## src/rtl/u8tf_pkg.sv

```systemverilog
// Shared types, constants and the letter fold table for the UTF-8 fold block.
package u8tf_pkg;

  localparam int MAX_CAPACITY = 256;
  localparam int CAP_W        = 9;
  localparam int CNT_W        = (MAX_CAPACITY > 2) ? $clog2(MAX_CAPACITY) : 1;
  localparam int Q_DEPTH      = 4;
  localparam int Q_AW         = $clog2(Q_DEPTH);
  localparam int Q_CW         = Q_AW + 1;

  localparam logic [7:0] BYTE_C3    = 8'hC3;
  localparam logic [7:0] BYTE_C4    = 8'hC4;
  localparam logic [7:0] BYTE_C5    = 8'hC5;
  localparam logic [7:0] MASK_LEAD2 = 8'hE0;
  localparam logic [7:0] MASK_LEAD3 = 8'hF0;
  localparam logic [7:0] MASK_LEAD4 = 8'hF8;
  localparam logic [7:0] CODE_LEAD2 = 8'hC0;
  localparam logic [7:0] CODE_LEAD3 = 8'hE0;
  localparam logic [7:0] CODE_LEAD4 = 8'hF0;
  localparam logic [6:0] CHAR_QMARK = 7'h3F;
  localparam logic [6:0] CHAR_NUL   = 7'h00;

  localparam logic [1:0] LEAD_NONE = 2'd0;
  localparam logic [1:0] LEAD_C3   = 2'd1;
  localparam logic [1:0] LEAD_C4   = 2'd2;
  localparam logic [1:0] LEAD_C5   = 2'd3;

  localparam logic [2:0] ADDR_CAPACITY = 3'd0;

  typedef struct packed {
    logic [6:0] ch;
    logic       last;
  } res_t;

  // Up to two results written into the queue in one cycle.
  typedef struct packed {
    logic [1:0] n;
    res_t       e0;
    res_t       e1;
  } push_t;

  function automatic logic [6:0] fold_pair(input logic [1:0] lead, input logic [7:0] b);
    logic [6:0] ch;
    ch = CHAR_QMARK;
    unique case (lead)
      LEAD_C3: begin
        case (b)
          8'h87:   ch = 7'h43; // C
          8'hA7:   ch = 7'h63; // c
          8'h96:   ch = 7'h4F; // O
          8'hB6:   ch = 7'h6F; // o
          8'h9C:   ch = 7'h55; // U
          8'hBC:   ch = 7'h75; // u
          default: ch = CHAR_QMARK;
        endcase
      end
      LEAD_C4: begin
        case (b)
          8'h9E:   ch = 7'h47; // G
          8'h9F:   ch = 7'h67; // g
          8'hB0:   ch = 7'h49; // I
          8'hB1:   ch = 7'h69; // i
          default: ch = CHAR_QMARK;
        endcase
      end
      LEAD_C5: begin
        case (b)
          8'h9E:   ch = 7'h53; // S
          8'h9F:   ch = 7'h73; // s
          default: ch = CHAR_QMARK;
        endcase
      end
      default: ch = CHAR_QMARK;
    endcase
    return ch;
  endfunction

endpackage

```

## src/rtl/u8tf_front.sv

```systemverilog
// Front part: accepts bytes, tracks sequence state and issues results to the queue.
module u8tf_front (
  input  logic                            clk,
  input  logic                            rst_n,
  input  logic                            in_valid,
  input  logic                            in_ready,
  input  logic [7:0]                      in_text_byte,
  input  logic                            in_end_of_text,
  input  logic [u8tf_pkg::CAP_W-1:0]      capacity,
  output u8tf_pkg::push_t                 push
);
  import u8tf_pkg::*;

  logic [1:0]       skip_r, skip_nxt;
  logic [1:0]       lead_r, lead_nxt;
  logic [CNT_W-1:0] cw_r, cw_nxt;
  logic [CNT_W-1:0] limit;
  logic             accept;
  logic             is_end;
  logic [7:0]       b;

  assign accept = in_valid && in_ready;
  assign b      = in_text_byte;
  assign is_end = in_end_of_text || (b == 8'h00);

  always_comb begin
    if (32'(capacity) > 32'(MAX_CAPACITY)) begin
      limit = CNT_W'(MAX_CAPACITY - 1);
    end else if (capacity == '0) begin
      limit = '0;
    end else begin
      limit = CNT_W'(capacity - CAP_W'(1));
    end
  end

  always_comb begin
    skip_nxt  = skip_r;
    lead_nxt  = lead_r;
    cw_nxt    = cw_r;
    push.n    = 2'd0;
    push.e0   = '{ch: CHAR_NUL, last: 1'b1};
    push.e1   = '{ch: CHAR_NUL, last: 1'b1};
    if (accept) begin
      if (is_end) begin
        // Flush a cut-short pair as '?', then close the string.
        if (lead_r != LEAD_NONE) begin
          push.n  = 2'd2;
          push.e0 = '{ch: CHAR_QMARK, last: 1'b0};
        end else begin
          push.n  = 2'd1;
        end
        skip_nxt = 2'd0;
        lead_nxt = LEAD_NONE;
        cw_nxt   = '0;
      end else if (cw_r >= limit) begin
        // Output full: drop the byte.
      end else if (skip_r != 2'd0) begin
        skip_nxt = skip_r - 2'd1;
      end else if (lead_r != LEAD_NONE) begin
        push.n   = 2'd1;
        push.e0  = '{ch: fold_pair(lead_r, b), last: 1'b0};
        lead_nxt = LEAD_NONE;
        cw_nxt   = cw_r + CNT_W'(1);
      end else if (!b[7]) begin
        push.n  = 2'd1;
        push.e0 = '{ch: b[6:0], last: 1'b0};
        cw_nxt  = cw_r + CNT_W'(1);
      end else if (b == BYTE_C3 || b == BYTE_C4 || b == BYTE_C5) begin
        lead_nxt = 2'(b - 8'hC2);
      end else begin
        push.n  = 2'd1;
        push.e0 = '{ch: CHAR_QMARK, last: 1'b0};
        cw_nxt  = cw_r + CNT_W'(1);
        if ((b & MASK_LEAD2) == CODE_LEAD2) begin
          skip_nxt = 2'd1;
        end else if ((b & MASK_LEAD3) == CODE_LEAD3) begin
          skip_nxt = 2'd2;
        end else if ((b & MASK_LEAD4) == CODE_LEAD4) begin
          skip_nxt = 2'd3;
        end
      end
    end
  end

  always_ff @(posedge clk) begin
    if (!rst_n) begin
      skip_r <= 2'd0;
      lead_r <= LEAD_NONE;
      cw_r   <= '0;
    end else begin
      skip_r <= skip_nxt;
      lead_r <= lead_nxt;
      cw_r   <= cw_nxt;
    end
  end

endmodule

```

## src/rtl/u8tf_queue.sv

```systemverilog
// Result queue between front and back: up to two writes and one read per cycle.
module u8tf_queue (
  input  logic             clk,
  input  logic             rst_n,
  input  u8tf_pkg::push_t  push,
  input  logic             pop,
  output logic             has_room,
  output logic             q_valid,
  output u8tf_pkg::res_t   q_data
);
  import u8tf_pkg::*;

  res_t            mem [Q_DEPTH];
  logic [Q_AW-1:0] head_r, head_nxt;
  logic [Q_AW-1:0] tail_r, tail_nxt;
  logic [Q_CW-1:0] count_r, count_nxt;
  logic            do_pop;

  // Keep room for the widest push so the front never has to stall mid-item.
  assign has_room = count_r <= Q_CW'(Q_DEPTH - 2);
  assign q_valid  = count_r != '0;
  assign q_data   = mem[head_r];
  assign do_pop   = pop && q_valid;

  always_comb begin
    head_nxt  = do_pop ? head_r + Q_AW'(1) : head_r;
    tail_nxt  = tail_r + Q_AW'(push.n);
    count_nxt = count_r + Q_CW'(push.n) - Q_CW'(do_pop);
  end

  always_ff @(posedge clk) begin
    if (push.n != 2'd0) begin
      mem[tail_r] <= push.e0;
    end
    if (push.n == 2'd2) begin
      mem[tail_r + Q_AW'(1)] <= push.e1;
    end
  end

  always_ff @(posedge clk) begin
    if (!rst_n) begin
      head_r  <= '0;
      tail_r  <= '0;
      count_r <= '0;
    end else begin
      head_r  <= head_nxt;
      tail_r  <= tail_nxt;
      count_r <= count_nxt;
    end
  end

endmodule

```

## src/rtl/u8tf_back.sv

```systemverilog
// Back part: moves queued results into the output register toward the consumer.
module u8tf_back (
  input  logic            clk,
  input  logic            rst_n,
  input  logic            q_valid,
  input  u8tf_pkg::res_t  q_data,
  output logic            pop,
  output logic            out_valid,
  input  logic            out_ready,
  output logic [6:0]      out_char,
  output logic            out_last
);
  import u8tf_pkg::*;

  logic       valid_r, valid_nxt;
  logic [6:0] char_r, char_nxt;
  logic       last_r, last_nxt;

  assign pop = q_valid && (!valid_r || out_ready);

  always_comb begin
    valid_nxt = valid_r;
    char_nxt  = char_r;
    last_nxt  = last_r;
    if (pop) begin
      valid_nxt = 1'b1;
      char_nxt  = q_data.ch;
      last_nxt  = q_data.last;
    end else if (out_ready) begin
      valid_nxt = 1'b0;
    end
  end

  always_ff @(posedge clk) begin
    if (!rst_n) begin
      valid_r <= 1'b0;
    end else begin
      valid_r <= valid_nxt;
    end
  end

  always_ff @(posedge clk) begin
    char_r <= char_nxt;
    last_r <= last_nxt;
  end

  assign out_valid = valid_r;
  assign out_char  = char_r;
  assign out_last  = last_r;

endmodule

```

## src/rtl/utf8_turkish_to_ascii_fold.sv

```systemverilog
// Top level of the UTF-8 to ASCII fold block with Turkish letter folding.
//
//   channel  direction  handshake              payload
//   in       sink       in_valid / in_ready    in_text_byte[7:0], in_end_of_text
//   out      source     out_valid / out_ready  out_char[6:0], out_last
//   cfg      APB slave  psel/penable/pready    paddr[2:0], pwdata/prdata[31:0]
//
// One item per cycle while in_ready is high; each item is classified in the cycle it is accepted.
// An end item with a lead byte pending yields two results, which drain one per cycle while out_ready is high.
// A result passes through the result queue and then the output register to reach out_valid.
// in_ready drops while the four-entry result queue holds more than two results.
// rst_n is synchronous: sequence state clears and output_capacity returns to 256.
module utf8_turkish_to_ascii_fold (
  input  logic        clk,
  input  logic        rst_n,
  input  logic        in_valid,
  output logic        in_ready,
  input  logic [7:0]  in_text_byte,
  input  logic        in_end_of_text,
  output logic        out_valid,
  input  logic        out_ready,
  output logic [6:0]  out_char,
  output logic        out_last,
  input  logic        psel,
  input  logic        penable,
  input  logic        pwrite,
  input  logic [2:0]  paddr,
  input  logic [31:0] pwdata,
  output logic [31:0] prdata,
  output logic        pready
);
  import u8tf_pkg::*;

  logic [CAP_W-1:0] cap_r, cap_nxt;
  logic             cap_sel;
  push_t            push;
  logic             has_room;
  logic             q_valid;
  res_t             q_data;
  logic             pop;

  assign pready  = 1'b1;
  assign cap_sel = ({paddr[2], 2'b00} == ADDR_CAPACITY);

  always_comb begin
    cap_nxt = cap_r;
    if (psel && penable && pwrite && cap_sel) begin
      cap_nxt = pwdata[CAP_W-1:0];
    end
  end

  always_ff @(posedge clk) begin
    if (!rst_n) begin
      cap_r <= CAP_W'(256);
    end else begin
      cap_r <= cap_nxt;
    end
  end

  assign prdata   = cap_sel ? {{(32 - CAP_W){1'b0}}, cap_r} : 32'h0;
  assign in_ready = has_room;

  u8tf_front u_front (
    .clk            (clk),
    .rst_n          (rst_n),
    .in_valid       (in_valid),
    .in_ready       (has_room),
    .in_text_byte   (in_text_byte),
    .in_end_of_text (in_end_of_text),
    .capacity       (cap_r),
    .push           (push)
  );

  u8tf_queue u_queue (
    .clk      (clk),
    .rst_n    (rst_n),
    .push     (push),
    .pop      (pop),
    .has_room (has_room),
    .q_valid  (q_valid),
    .q_data   (q_data)
  );

  u8tf_back u_back (
    .clk       (clk),
    .rst_n     (rst_n),
    .q_valid   (q_valid),
    .q_data    (q_data),
    .pop       (pop),
    .out_valid (out_valid),
    .out_ready (out_ready),
    .out_char  (out_char),
    .out_last  (out_last)
  );

endmodule
```

## config.mk

```make
export PLATFORM = sky130hd
export DESIGN_NAME = utf8_turkish_to_ascii_fold
export DESIGN_NICKNAME = d
export VERILOG_FILES = /design/src/rtl/u8tf_pkg.sv /design/src/rtl/u8tf_front.sv /design/src/rtl/u8tf_queue.sv /design/src/rtl/u8tf_back.sv /design/src/rtl/utf8_turkish_to_ascii_fold.sv
export SDC_FILE = /design/constraint.sdc
export NUM_CORES = 1
export LEC_CHECK = 0
export BUFFER_PORTS_ARGS = -buffer_cell sky130_fd_sc_hd__clkbuf_2
export CAP_MARGIN = 20
export CORE_UTILIZATION = 50
export CTS_BUF_LIST = sky130_fd_sc_hd__clkbuf_8
export DETAILED_ROUTE_END_ITERATION = 6
export PLACE_DENSITY = 0.75
export SYNTH_ARGS = -nofsm -noshare
export SYNTH_HDL_FRONTEND = slang
export SYNTH_HIERARCHICAL = 1
export SYNTH_SLANG_ARGS = --single-unit
```

## constraint.sdc

```tcl
create_clock -name clk -period 4.6 [get_ports clk]
set_input_delay 0.92 -clock clk [delete_from_list [all_inputs] [get_ports clk]]
set_output_delay 0.92 -clock clk [all_outputs]
set_load 0.01 [all_outputs]
```

Word-level counts from Yosys, hierarchy flattened
Memory sizes are Yosys's and may differ from the RTL's. A register that Yosys moved wholly into a read port is not among the register bits. Index checks and enable logic that the tools add are counted.

Equality and inequality tests: 25. Bitwise logic cells: 1. Magnitude comparators: 3. Reduce and logical (&&, ||, !) cells: 25. Add/subtract/negate cells: 9. Multiplexer cells: 43.

Operators with widths (count): $eq A8 B8 Y1 const B (13); $mux W8 (8); $mux W10 (5); $pmux W7 S6 (1); $mux W2 (16); $pmux W7 S4 (1); $mux W9 (3); $pmux W7 S3 (1); $pmux W7 S2 (1); $reduce_bool A3 Y1 (4); $gt A9 B9 Y1 const B (1); $logic_not A9 Y1 (1); $add A8 B1 Y8 const B (1); $ge A8 B8 Y1 (1); $logic_not A8 Y1 (1); $reduce_bool A2 Y1 (4); $sub A8 B1 Y8 const B (1); $mux W7 (1); $eq A2 B2 Y1 const B (3); $logic_and A1 B1 Y1 (6); $mux W1 (6); $reduce_and A6 Y1 (1); $eq A5 B5 Y1 const B (1); $reduce_and A5 Y1 (1); 19 further kinds (24).

Register bits after elaboration: 29. Output and inout port bits: 43. Bits in writable memories: 32. Memories kept: 1. Word-level logic and storage cells: 115.

Memories: u_queue.mem (words 4, width 8, rd ports 1, clocked after memory_dff 1, write ports 2, line u8tf_queue.sv:13) `res_t mem [Q_DEPTH];`.

Logic depth before layout (Yosys ltp)
Word-level depth: 13. Depth in mapped cells: 18.

Modules after synthesis
The synthesis kept the hierarchy.

By module, submodules not included: u8tf_queue (area each 2060.7 um^2, times used 1, cells each 128); u8tf_front (area each 1636.6 um^2, times used 1, cells each 234); utf8_turkish_to_ascii_fold (area each 639.4 um^2, times used 1, cells each 75); u8tf_back (area each 287.8 um^2, times used 1, cells each 12).

Least setup slack after synthesis
Ideal clock, no wire load.

Path type: flip-flop to flip-flop. From: reg cap_r[0]. To: mem u_queue/mem[0][0] (netlist name), enable pin. Cell stages (with the launch flop): 17. Required time: 4.213 ns. Setup time: 0.387 ns. Setup slack: 0.314 ns. Period minus slack after synthesis: 4.286 ns. Arrival time: 3.900 ns. Path through: dfxtp_1 inv_1 ha_1 nand2_1 nor4_2 nand2_1 nand2_1 o21ai_0 ha_1 nand2b_4 a2111oi_4 o21a_4 and2_4 nand2_1 a21oi_1 nor2_1 o31ai_1.

RTL lines: start: declaration (line utf8_turkish_to_ascii_fold.sv:34) `logic [CAP_W-1:0] cap_r, cap_nxt;`; start signal: assignment (line utf8_turkish_to_ascii_fold.sv:56) `cap_r <= cap_nxt;`; end: declaration (line u8tf_queue.sv:13).

==> flow_metrics.tcl <==
set metrics [dict create \
    hp-start "u_queue/head_r[1]" \
    place.gp.congestion 0.8970 \
    overflow 0 \
    rr_startpoint "cap_r[2]" \
    drv_slew 0 \
    cp-start-kind "register" \
    clk_latency_ps 350 \
    crit_chain "nor3_1, nand2_1, nor4_2, buf_4, nand2_1, nand2_1, o21ai_0, ha_1, nand2b_4, a2111oi_4, o21a_4, and2_4, nand2_1, a21oi_1, buf_4, mux2i_1, nor2b_1" \
    sw_frac_of_total_pct 29.68 \
    track_usage_pct 19.56 \
    finalClockSkew_ps 8.720 \
    setup_viol 0 \
    firstDrtPassIters 7 \
    layout-drive-gt1-share_pct 27.24 \
    synth_largest_area_cell "edfxtp_1" \
    synth_edf_count 40 \
    synth_top_area_share_pct 25.97 \
    reg2regPathDepth 17 \
    crit_path_top_delay_cell "nor2b_1" \
    viasPerCell 5.477 \
    clkPwrFrac_pct 29.7 \
    ys_async_sr_fraction_pct 0 \
    fp-row-count 34 \
    path_clk_slew_ps 80 \
    p_int_w 0.001343 \
    crit_top_cell "nand2_1" \
    p_seq_share_pct 44.7 \
    grt_use_met3_pct 4.796 \
    path_max_fanout 8 \
    finalWirelength_um 8958 \
    core_area_mm2 0.008848 \
    antenna_found_initial 0 \
    hpwl_um 6513 \
    rsz0062_at_grt "no" \
    grt_pass1_wl_um 14840 \
    fp.dieW_um 98.17 \
    max-vdd-ir-drop_mv 0.1644 \
    dieArea_mm2 0.009637 \
    yosysSeqAreaShare_pct 39.39 \
    fmax_mhz 230.9 \
    r2r_slack_ps 270 \
    cts_root_buffer "clkbuf_8" \
    initial_core_util_pct 52.26 \
    grt_max_degree 37 \
    yosysUniqueCellTypes 70 \
    busiest_layer "met2" \
    p_leak_nw 1.998 \
    synthTopCellsByArea "edfxtp_1 26%, dfxtp_1 13%, mux2_2 7.8%, buf_4 5.7%, nand2_1 4.1%" \
    drt_iter0_drc 173 \
    finalHoldViolCount 0 \
    relSlewSlack_pct 38.73 \
    area_growth_pct 8.685 \
    synth_area_per_cell_um2 10.30 \
    finalSetupTns_ps 0 \
    vias 3286 \
    crit_type "register to register" \
    cts.sinks 71 \
    crit_required_ps 4570 \
    ios 94 \
    status "finished, violations left" \
    wl_per_cell_um 14.93 \
    crit_arrival_ps 4300 \
    netlist_instances 449 \
    cts_buffers 9 \
    fillCellCount 773 \
    use_met1_pct 22.95 \
    cts-htree-levels 3 \
    cts_tree "built" \
    maxCapViolations 0 \
    gr-usage-met2_pct 35.43 \
    postCtsSetupBuffers 0 \
    finalCriticalPeriod_ps 4331 \
    synth-seq-cells 71 \
    syn-cell-area_mm2 0.004624 \
    pre_cts_slack_ps 305.1 \
    yosys_warnings 6 \
    final_util_pct 56.80 \
    min_path_cells 2 \
    fin_crit_sh_pct 94.16 \
    critical_path.endpoint_type "register" \
    setup_ws_ps 268.8 \
    min_path_type "register to register" \
    powerDensity_mw_per_mm2 380.0 \
    ant_nets 0 \
    nNetsFinal 553 \
    max_stage_delay_ps 710 \
    violations "DRC" \
    synth_ff_type "edfxtp_1" \
    p_sw_w 0.0005670 \
    die_height_um 98.17 \
    cts_buffer_depth 2 \
    grt_pass1_vias 3128 \
    antennaDiodeCount 0 \
    max_slew.worst_pin.slew_ps 914.8 \
    reg2reg_to "u_queue/mem[3][0]" \
    share_comb_of_total_power_pct 25.6 \
    port_buffers 44 \
    drcViolationCount 1 \
]
==> power groups by stage <==
stage	Sequential, W	Combinational (W)	Clock [W]
after floorplan	0.000856	0.000385	0
after global placement	0.000868	0.000471	0
after detailed placement	0.000872	0.000489	0
after CTS	0.000857	0.000492	0.000583
after global routing	0.000869	0.000542	0.000609
final	0.000854	0.000489	0.000567
==> worst max-delay path by stage <==
stage                     cells past startpoint  startpoint                 to  slack (ps)
final                                        17    cap_r[2]  u_queue/mem[3][0]         270
after global routing                         17    cap_r[2]  u_queue/mem[3][0]           5
after CTS                                    17    cap_r[2]  u_queue/mem[3][0]         260
after detailed placement                     17    cap_r[2]  u_queue/mem[2][2]         310
after global placement                       17    cap_r[2]  u_queue/mem[3][2]         410
after floorplan                              16    cap_r[0]  u_queue/mem[0][0]         310
==> layout make-up <==
| type | instances | area (um2) | area share [%] |
|---|---|---|---|
| Tap cell | 108 | 135.1 | 2.689 |
| Multi-Input combinational cell | 339 | 2507 | 49.89 |
| Clock buffer | 9 | 123.9 | 2.465 |
| Clock inverter | 7 | 105.1 | 2.091 |
| Sequential cell | 71 | 1822 | 36.25 |
| Inverter | 14 | 52.55 | 1.046 |
| Timing Repair Buffer | 52 | 280.3 | 5.576 |
==> metrics by stage <==
step | std cells | hold WS [ps] | instance area, um2 | total power (W)
floorplan | 477 | 447.0 | 4730 | 0.001241
global placement | 584 | 460.0 | 4793 | 0.001339
detailed placement | 584 | 473.8 | 4793 | 0.001361
CTS | 600 | 483.8 | 5022 | 0.001931
global route | 600 | 513.3 | 5026 | 0.002020
finish | 600 | 480.0 | 5026 | 0.001910
==> cell usage after synthesis, types with 2 or more instances <==
library cell  number
a211o_1            2
a21oi_1           20
a31oi_1            8
and2_1             4
and2b_2            9
and3_1             2
buf_2             10
buf_4             35
clkbuf_1           5
conb_1             4
dfxtp_1           31
edfxtp_1          40
ha_1              14
inv_1             14
mux2_2            32
mux2i_1           17
mux4_2             8
nand2_1           50
nand2b_1           8
nand3_1           12
nand3b_1           2
nand4_1            3
nand4b_1           2
nor2_1            22
nor2b_1            8
nor3_1             7
nor4b_1            3
nor4bb_1           3
o211ai_1           3
o21a_1             5
o21ai_0           16
o31ai_1            4
o32ai_1            3
or3_1              3
xnor3_1            2
xor2_1             4
==> registers in the layout, indices dropped and copies added (netlist names), named ones only <==
signal / count
u_queue/mem: 32
cap_r: 9
u_front/cw_r: 8
u_back/out_char: 7
u_queue/count_r: 3
u_front/lead_r: 2
u_front/skip_r: 2
u_queue/head_r: 2
u_queue/tail_r: 2
u_back/out_last: 1
u_back/out_valid: 1
==> per-layer routing <==
layer | share of wire [%] | wire length, um | vias up
met2 | 52 | 4647 | 86
met3 | 4.0 | 362 | 12
met4 | 1.6 | 140 | 0
li1 | - | - | 1642
met1 | 43 | 3808 | 1546
met5 | 0 | 0 | -
==> what timing repair did <==
item | 4_1_cts | 5_1_grt
resized for setup | 0 | 1
hold buffers | 0 | 0
setup endpoints to repair | 0 | 8
==> logic make-up after synthesis <==
logic type	Yosys count	share of synthesized area, %
mux	57	15.37
flops	71	39.39
other cells	4	0.3246
compound gates	73	10.61
buf+inv	67	8.739
simple gates	155	19.43
fa+ha+maj	15	4.221
xor+xnor	7	1.921
==> cell usage in the layout, fill, tap and decap left out, types with 8 or more instances in the layout <==
| cell type | instances |
|---|---|
| nand2_1 | 50 |
| clkbuf_2 | 44 |
| edfxtp_1 | 40 |
| conb_1 | 32 |
| mux2_2 | 32 |
| dfxtp_1 | 31 |
| nor2_1 | 22 |
| a21oi_1 | 20 |
| mux2i_1 | 17 |
| o21ai_0 | 16 |
| inv_1 | 14 |
| ha_1 | 14 |
| nand3_1 | 12 |
| and2b_2 | 9 |
| clkbuf_8 | 9 |
| nor2b_1 | 8 |
| buf_4 | 8 |
| nand2b_1 | 8 |
| a31oi_1 | 8 |
| mux4_2 | 8 |
==> critical path, delay by kind of cell, from the launching register on <==
| family | cells | cell delay [ps] |
|---|---|---|
| flip-flops | 1 | 370 |
| adder cells (fa/ha/maj) | 1 | 280 |
| buffers and inverters | 2 | 380 |
| multiplexers | 1 | 100 |
| AND/OR/NAND/NOR | 9 | 1900 |
| AO/OA/AOI/OAI | 4 | 930 |
(Power assumes the default switching activity.)
